==> config.mk <==
export PLATFORM = sky130hd
export DESIGN_NAME = m4rm_col_reduce
export DESIGN_NICKNAME = d
export VERILOG_FILES = /design/src/hdl/m4rm_pkg.sv /design/src/hdl/m4rm_col_reduce.sv
export SDC_FILE = /design/constraint.sdc
export NUM_CORES = 1
export LEC_CHECK = 0
export BUFFER_PORTS_ARGS = -buffer_cell sky130_fd_sc_hd__buf_2
export CAP_MARGIN = 20
export CORE_ASPECT_RATIO = 0.5
export CORE_MARGIN = 2
export CORE_UTILIZATION = 59
export DETAILED_ROUTE_END_ITERATION = 10
export PLACE_DENSITY = 0.94
export SLEW_MARGIN = 15
export SYNTH_ARGS = -nofsm -noshare
export SYNTH_HDL_FRONTEND = slang
export SYNTH_SLANG_ARGS = --single-unit
==> constraint.sdc <==
create_clock -name vclk -period 9.25
set_clock_uncertainty 0.15 [all_clocks]
set_input_delay 1.3875 -clock vclk [all_inputs]
set_output_delay 1.3875 -clock vclk [all_outputs]
set_load 0.01 [all_outputs]
==> src/hdl/m4rm_pkg.sv <==
// ----------------------------------------------------------------------------
// m4rm_pkg
// Shared types and constants of the 4x4 fixed-point row multiply unit.
// ----------------------------------------------------------------------------
package m4rm_pkg;

   // matrix size and fixed-point format
   localparam int DIM       = 4;
   localparam int FRAC_BITS = 16;

   localparam int ELEM_W = 32;
   localparam int ROW_W  = $clog2(DIM);
   localparam int PROD_W = 2 * ELEM_W;
   // exact sum of DIM full products
   localparam int SUM_W  = PROD_W + $clog2(DIM);

   localparam logic signed [ELEM_W-1:0] ELEM_MAX = {1'b0, {(ELEM_W-1){1'b1}}};
   localparam logic signed [ELEM_W-1:0] ELEM_MIN = {1'b1, {(ELEM_W-1){1'b0}}};

   typedef enum logic {
      REQ_LOAD = 1'b0,
      REQ_MULT = 1'b1
   } req_kind_type;

   typedef logic signed [ELEM_W-1:0] elem_type;
   typedef logic signed [PROD_W-1:0] prod_type;

endpackage

==> src/hdl/m4rm_col_reduce.sv <==
// ----------------------------------------------------------------------------
// m4rm_col_reduce
// Sums one column's full products, scales by the fraction bits and
// saturates the result to the element width.
// ----------------------------------------------------------------------------
module m4rm_col_reduce (
   input  m4rm_pkg::prod_type prods [m4rm_pkg::DIM],
   output m4rm_pkg::elem_type result,
   output logic               clip
);
   import m4rm_pkg::*;

   logic signed [SUM_W-1:0]    sum;
   logic signed [SUM_W-1:0]    shifted;
   logic [SUM_W-ELEM_W:0]      upper;
   logic                       fits;

   always_comb begin
      sum = '0;
      for (int k = 0; k < DIM; k++) begin
         sum = sum + SUM_W'(prods[k]);
      end
   end

   // arithmetic shift truncates toward minus infinity
   assign shifted = sum >>> FRAC_BITS;
   assign upper   = shifted[SUM_W-1:ELEM_W-1];
   assign fits    = (&upper) || !(|upper);
   assign clip    = !fits;

   always_comb begin
      if (fits) begin
         result = shifted[ELEM_W-1:0];
      end else if (sum[SUM_W-1]) begin
         result = ELEM_MIN;
      end else begin
         result = ELEM_MAX;
      end
   end

endmodule

==> results of run 1 <==
[final cells by class]
| cell class | count | area share, % |
|---|---|---|
| multi-input combinational | 895 | 71.62 |
| timing repair buffer | 297 | 13.97 |
| inverter | 346 | 12.04 |
| tap | 204 | 2.367 |
[tightest hold or removal path, delay by kind of cell]
kind | cells | cell delay, ns
buffers and inverters | 3 | 0.37
adder cells (fa/ha/maj) | 1 | 0.20
XOR/XNOR | 2 | 0.25
[path summary, 6_finish.rpt]
| path | start | endpoint | slack, ns | cells past startpoint |
|---|---|---|---|---|
| setup / recovery | prods[5] | result[7] | 0.55 | 18 |
| hold / removal | prods[255] | result[31] | 3.44 | 6 |
[metrics by stage]
step | total power [mW] | cell area [um^2]
floorplan | 1.701 | 9261
detailed placement | 2.404 | 10790
global route | 2.701 | 10790
global placement | 2.354 | 10790
CTS | 2.419 | 10790
finish | 2.490 | 10790
[power by group through the flow]
stage,sequential (mW),clock [mW],combinational (mW)
floorplan,0,0,1.70
global placement,0,0,2.35
detailed placement,0,0,2.40
CTS,0,0,2.42
global route,0,0,2.70
finish,0,0,2.49
[layer usage]
layer | routed length [um] | part of all wire, % | up-vias | GRT usage, %
met1 | 12880 | 41 | 4970 | 47.63
li1 | - | - | 4742 | -
met4 | 467 | 1.5 | 2 | 4.878
met5 | 94 | 0.30 | - | 4.308
met3 | 3262 | 10 | 59 | 8.101
met2 | 14530 | 47 | 575 | 63.98
[kinds of logic after synthesis]
family	Yosys count	synth area share (%)
AND/OR/NAND/NOR	345	18.45
multiplexers	4	0.4593
buffers and inverters	399	16.75
adder cells (fa/ha/maj)	191	36.18
XOR/XNOR	40	3.783
AO/OA/AOI/OAI	315	24.37
[cells in the mapped netlist, types with 6 or more instances]
cell        n
o31ai_1     9
a21o_1     15
nor4_1      8
clkbuf_1   29
o211ai_1    7
nor2_1     89
o21ai_0    65
fa_1      128
nand4_1    32
and2_1      6
nand3_1    18
xor2_1     19
xnor2_1    21
nor3_1     21
o311ai_2   18
a21oi_1    88
nand2_1   111
and3_1     15
a21boi_0    6
ha_1       63
o311ai_1   12
o21a_1     18
and4_1      8
inv_1     346
or3_1       6
a211oi_1    7
buf_2      16
==> key figures, run 1 <==
Power
  – Flop pwr share: 0%
  – Leak Pwr: between 5 and 6 nW
  – Pwr Density: roughly 230 mW/mm^2
  – Switching Power: 1.603 mW
  – Sw Share: between 60% and 70%
  – Power Internal: between 800 and 900 uW
  – Comb pwr share: 100.0%
  – Clock power share: 0%
  – VDD IR max: about 0.00016 V

Global route
  – GRT Overall Usage: 36.64%
  – First-pass GRT wire length: 49.70 mm
  – Overflow left after global routing: 0
  – Vias in the first global route: ~10,000
  – Initial antenna violation count: 0
  – Largest net degree at the start of global routing: 37

Min path
  – Worst min path class: input pin to primary output

Floorplan
  – I/O pin count: between 200 and 300
  – Die height: between 90 and 100 um
  – Die area: between 0.015 and 0.02 mm^2
  – Initial Util: 60.24%
  – Core ar.: 0.01537 mm^2
  – Row cnt: 32
  – Die X: between 150 and 200 um

Route
  – DR vias/cell: approximately 5.9
  – DR pass1 iterations: 5
  – Detail Route Antenna Nets: 0
  – Vias: approximately 10,000
  – # DRC: 0
  – 1st-iter DRT viols: 864
  – Post-Route WL: 31.24 mm
  – Mean routed wirelength per cell: between 15 and 20 um

Clock tree
  – CTS resizes: 0
  – Post-CTS Setup Repair Bufs: 0
  – Post-CTS Hold Fix Bufs: 0

Timing
  – Tcrit/Tclk final: between 90% and 100%
  – Max-slew violations: 0
  – Headroom to the max-slew limit: a little under two fifths
  – Setup TNS Final: 0 ns
  – RSZ-0062 raised after global routing: false
  – Setup-failing EPs final: 0
  – Hold_ws: between 3 and 4 ns
  – Highest Clock Rate: approximately 110 MHz
  – Min cycle time layout: around 8.7 ns
  – Endpoints failing hold: 0
  – Setup ws final: roughly 0.55 ns
  – Worst-Margin Slew: a little over 0.9 ns

Final layout
  – # nets final: between 1,500 and 2,000
  – Non-Filler Instances: 1,742
  – Antenna Diode Count: 0
  – Clock buf count: 0
  – Most frequent cells in the layout: inv_1, buf_2, fa_1
  – Post-layout util: between 70% and 80%
  – Commonest non-fill, non-tap cell in the layout: inv_1
  – Synth-to-layout area growth: 16.45%
  – Layout cells sized above 1: 22.30%
  – Area of the multi-input gates: around 0.0077 mm^2
  – Fillers: between 1,000 and 1,500
  – Sequential cell area: 0 um^2
  – Seq Cell Count: 0

Setup path
  – Critical path cell sequence: buf_2, inv_1, fa_1, inv_1, fa_1, ha_1, and3_1, a22o_2, nor4_1, o22ai_1, o31ai_1, o21ai_0, xor2_1, a2111o_1, nor4_4, nand2_2, o311ai_1, buf_2
  – CP delay by family, top: compound AO/OA/AOI/OAI gates
  – Required @ worst endpoint: 7.71 ns
  – Critical path's largest stage delay: just under 0.6 ns
  – Worst path buffer plus inverter count: 4
  – Critical path endpoint category: primary output
  – Max Fanout on Critical Path: 32
  – Startpoint Class: input pin
  – Worst Path Arrival: approximately 7 ns
  – Slowest CP cell: o31ai_1
  – CP Class: input pin to primary output

Job
  – Max-Cap Viols: 0

Placed design
  – Dpl ws: between 0.6 and 0.7 ns
  – Post-Place Cells: about 1,700
  – Final RePlAce weighted congestion: 1.153
  – Hpwl dp: 27.35 mm
  – Count of input and output buffers: around 290

Logic synthesis
  – Area leader, netlist: fa_1
  – Netlist cell types: 80
  – Largest cells by area after synthesis: fa_1, inv_1, ha_1
  – Mapped Nets: roughly 1,700
  – Cells after Synth: between 1,000 and 1,500
  – Post-synthesis sequential area ratio: 0%
  – Syn_area_per_cell: just over 7 um^2
  – Syn. warnings: 0
  – Post-synth top area share: between 20% and 30%
  – Mapped cell area: approximately 0.0093 mm^2

Outcome
  – Status: complete, no violations
Power figures use the tool's default switching activity.
==> run 2: changes to the inputs <==
- CORE_MARGIN: 2 -> 5
==> key figures, run 2 (same netlist as run 1, synthesis figures left out) <==
Timing
  – Tcrit/Tclk final: 95.59% (+1.6 points)
  – Min cycle time layout: 8.842 ns (+0.1450 ns)
  – Setup-failing EPs final: 0 (unchanged)
  – Max-slew violations: 0 (unchanged)
  – Highest Clock Rate: 113.1 MHz (-1.6%)
  – RSZ-0062 raised after global routing: false
  – Setup TNS Final: 0 ns (unchanged)
  – Headroom to the max-slew limit: 40.93% (+3.4 points)
  – Worst-Margin Slew: 0.8637 ns (-0.07066 ns)
  – Endpoints failing hold: 0 (unchanged)

Global route
  – Overflow left after global routing: 0 (unchanged)
  – Grt met1 use: 44.67% (-3.0 points)
  – Top Usage Layer GRT: met2
  – GRT Overall Usage: 32.93% (-3.7 points)
  – Vias in the first global route: 10,360 (+0.13%)
  – Initial antenna violation count: 0 (unchanged)
  – Largest net degree at the start of global routing: 37 (unchanged)
  – Grt met3 use: 6.334% (-1.8 points)
  – GRT met2 Usage: 56.33% (-7.7 points)
  – First-pass GRT wire length: 50.98 mm (+2.6%)

Floorplan
  – Die X: 187.2 um (+3.3%)
  – Die height: 98.59 um (+6.5%)
  – Row cnt: 32 (unchanged)
  – I/O pin count: 289 (unchanged)
  – Core ar.: 0.01541 mm^2 (+0.26%)
  – Die area: 0.01845 mm^2 (+10%)
  – Initial Util: 60.08% (-0.16 points)

Power
  – Leak Pwr: 5.805 nW (+0.30%)
  – Pwr Density: 230.6 mW/mm^2 (-0.13%)
  – Final Power: 2.492 mW (about the same)
  – VDD IR max: 0.0001615 V (+0.76%)

Final layout
  – Layout cells sized above 1: 22.35% (+0.050 points)
  – Most frequent cells in the layout: inv_1, buf_2, fa_1
  – Sequential cell area: 0 um^2 (unchanged)
  – Fillers: 1,218 (-5.0%)
  – Commonest non-fill, non-tap cell in the layout: inv_1
  – Clock buf count: 0 (unchanged)
  – Seq Cell Count: 0 (unchanged)
  – # nets final: 1,988 (+0.050%)
  – Synth-to-layout area growth: 16.68%
  – Area of the multi-input gates: 0.007739 mm^2 (+0.18%)
  – Antenna Diode Count: 0 (unchanged)

Placed design
  – Hpwl dp: 27.66 mm (+1.1%)
  – Final RePlAce weighted congestion: 1.104 (-4.2%)
  – Count of input and output buffers: 289 (unchanged)

Min path
  – Min-Delay Endpoint: result[31]
  – HP Start: prods[255]
  – Cell depth of the worst hold path: 6 (unchanged)
  – Worst min path class: input pin to primary output

Clock tree
  – Post-CTS Hold Fix Bufs: 0 (unchanged)

Setup path
  – Worst Path Arrival: 7.30 ns (+0.14 ns)
  – Max Fanout on Critical Path: 32 (unchanged)
  – Critical path endpoint category: primary output
  – Required @ worst endpoint: 7.71 ns (about the same)
  – Startpoint Class: input pin
  – CP Class: input pin to primary output

Route
  – DR pass1 iterations: 5 (unchanged)
  – DR vias/cell: 5.885 (-0.93%)
  – # DRC: 0 (unchanged)
  – Mean routed wirelength per cell: 18.02 um (+0.46%)
  – 1st-iter DRT viols: 848 (-1.9%)
  – Detail Route Antenna Nets: 0 (unchanged)
  – Vias: 10,260 (-0.87%)
  – Post-Route WL: 31.40 mm (+0.52%)

Job
  – Max-Cap Viols: 0 (unchanged)

Outcome
  – Status: complete, no violations
==> run 2: metrics by stage <==
stage | area, um^2 | utilization, % | instances | hold slack [ns] | setup slack, ns
6_report | 10810 | 70.11 | 1743 | 3.435 | 0.4077
5_1_grt | 10810 | 70.11 | 1743 | 3.493 | 0.1728
4_1_cts | 10790 | 70.02 | 1743 | 3.435 | 0.4609
3_5_place_dp | 10790 | 70.02 | 1743 | 3.442 | 0.4775
3_3_place_gp | 10790 | 70.02 | 1743 | 3.396 | 0.5797
2_1_floorplan | 9261 | - | 1294 | 3.094 | 1.901
==> run 2: critical path, stage by stage <==
cell       delay, ns
buf_2           0.09
inv_1           0.05
fa_1            0.48
fa_1            0.48
inv_1           0.04
ha_1            0.44
nand2_1         0.14
o21ai_1         0.50
a21oi_1         0.12
a211oi_1        0.60
nor2_1          0.14
a2111oi_0       0.81
o21ai_0         0.26
a2111o_1        0.47
nor4_4          0.24
nand2_4         0.36
o311ai_1        0.46
buf_2           0.21
==> run 2: final cells by class <==
cell class	instances	share of cell area, %
multi-input cells	895	71.61
inverters	346	12.02
well taps	204	2.362
repair buffers	298	14.01
==> run 2: report_power, final <==
part / leakage, nW / switching, mW / internal, mW / total (mW)
Clock: 0 / 0 / 0 / 0
Combinational: 5.81 / 1.59 / 0.897 / 2.49
Sequential: 0 / 0 / 0 / 0
==> run 2: how the worst max path moves through the flow <==
stage	from	endpoint	depth (start not counted)
floorplan	prods[4]	result[12]	17
global placement	prods[17]	result[1]	18
detailed placement	prods[17]	result[10]	18
CTS	prods[17]	result[10]	18
global route	prods[36]	result[9]	18
finish	prods[36]	result[10]	18
==> run 2: per-layer routing <==
metal  wire (um)  part of all wire, %
met5           0                    0
met2       14440                   46
met4         591                  1.9
met3        3222                   10
met1       13160                   42
==> run 2: what timing repair did <==
item / 4_1_cts / 5_1_grt
setup endpoints to repair: 0 / 10
resized for setup: 0 / 2
buffers inserted: 0 / 0
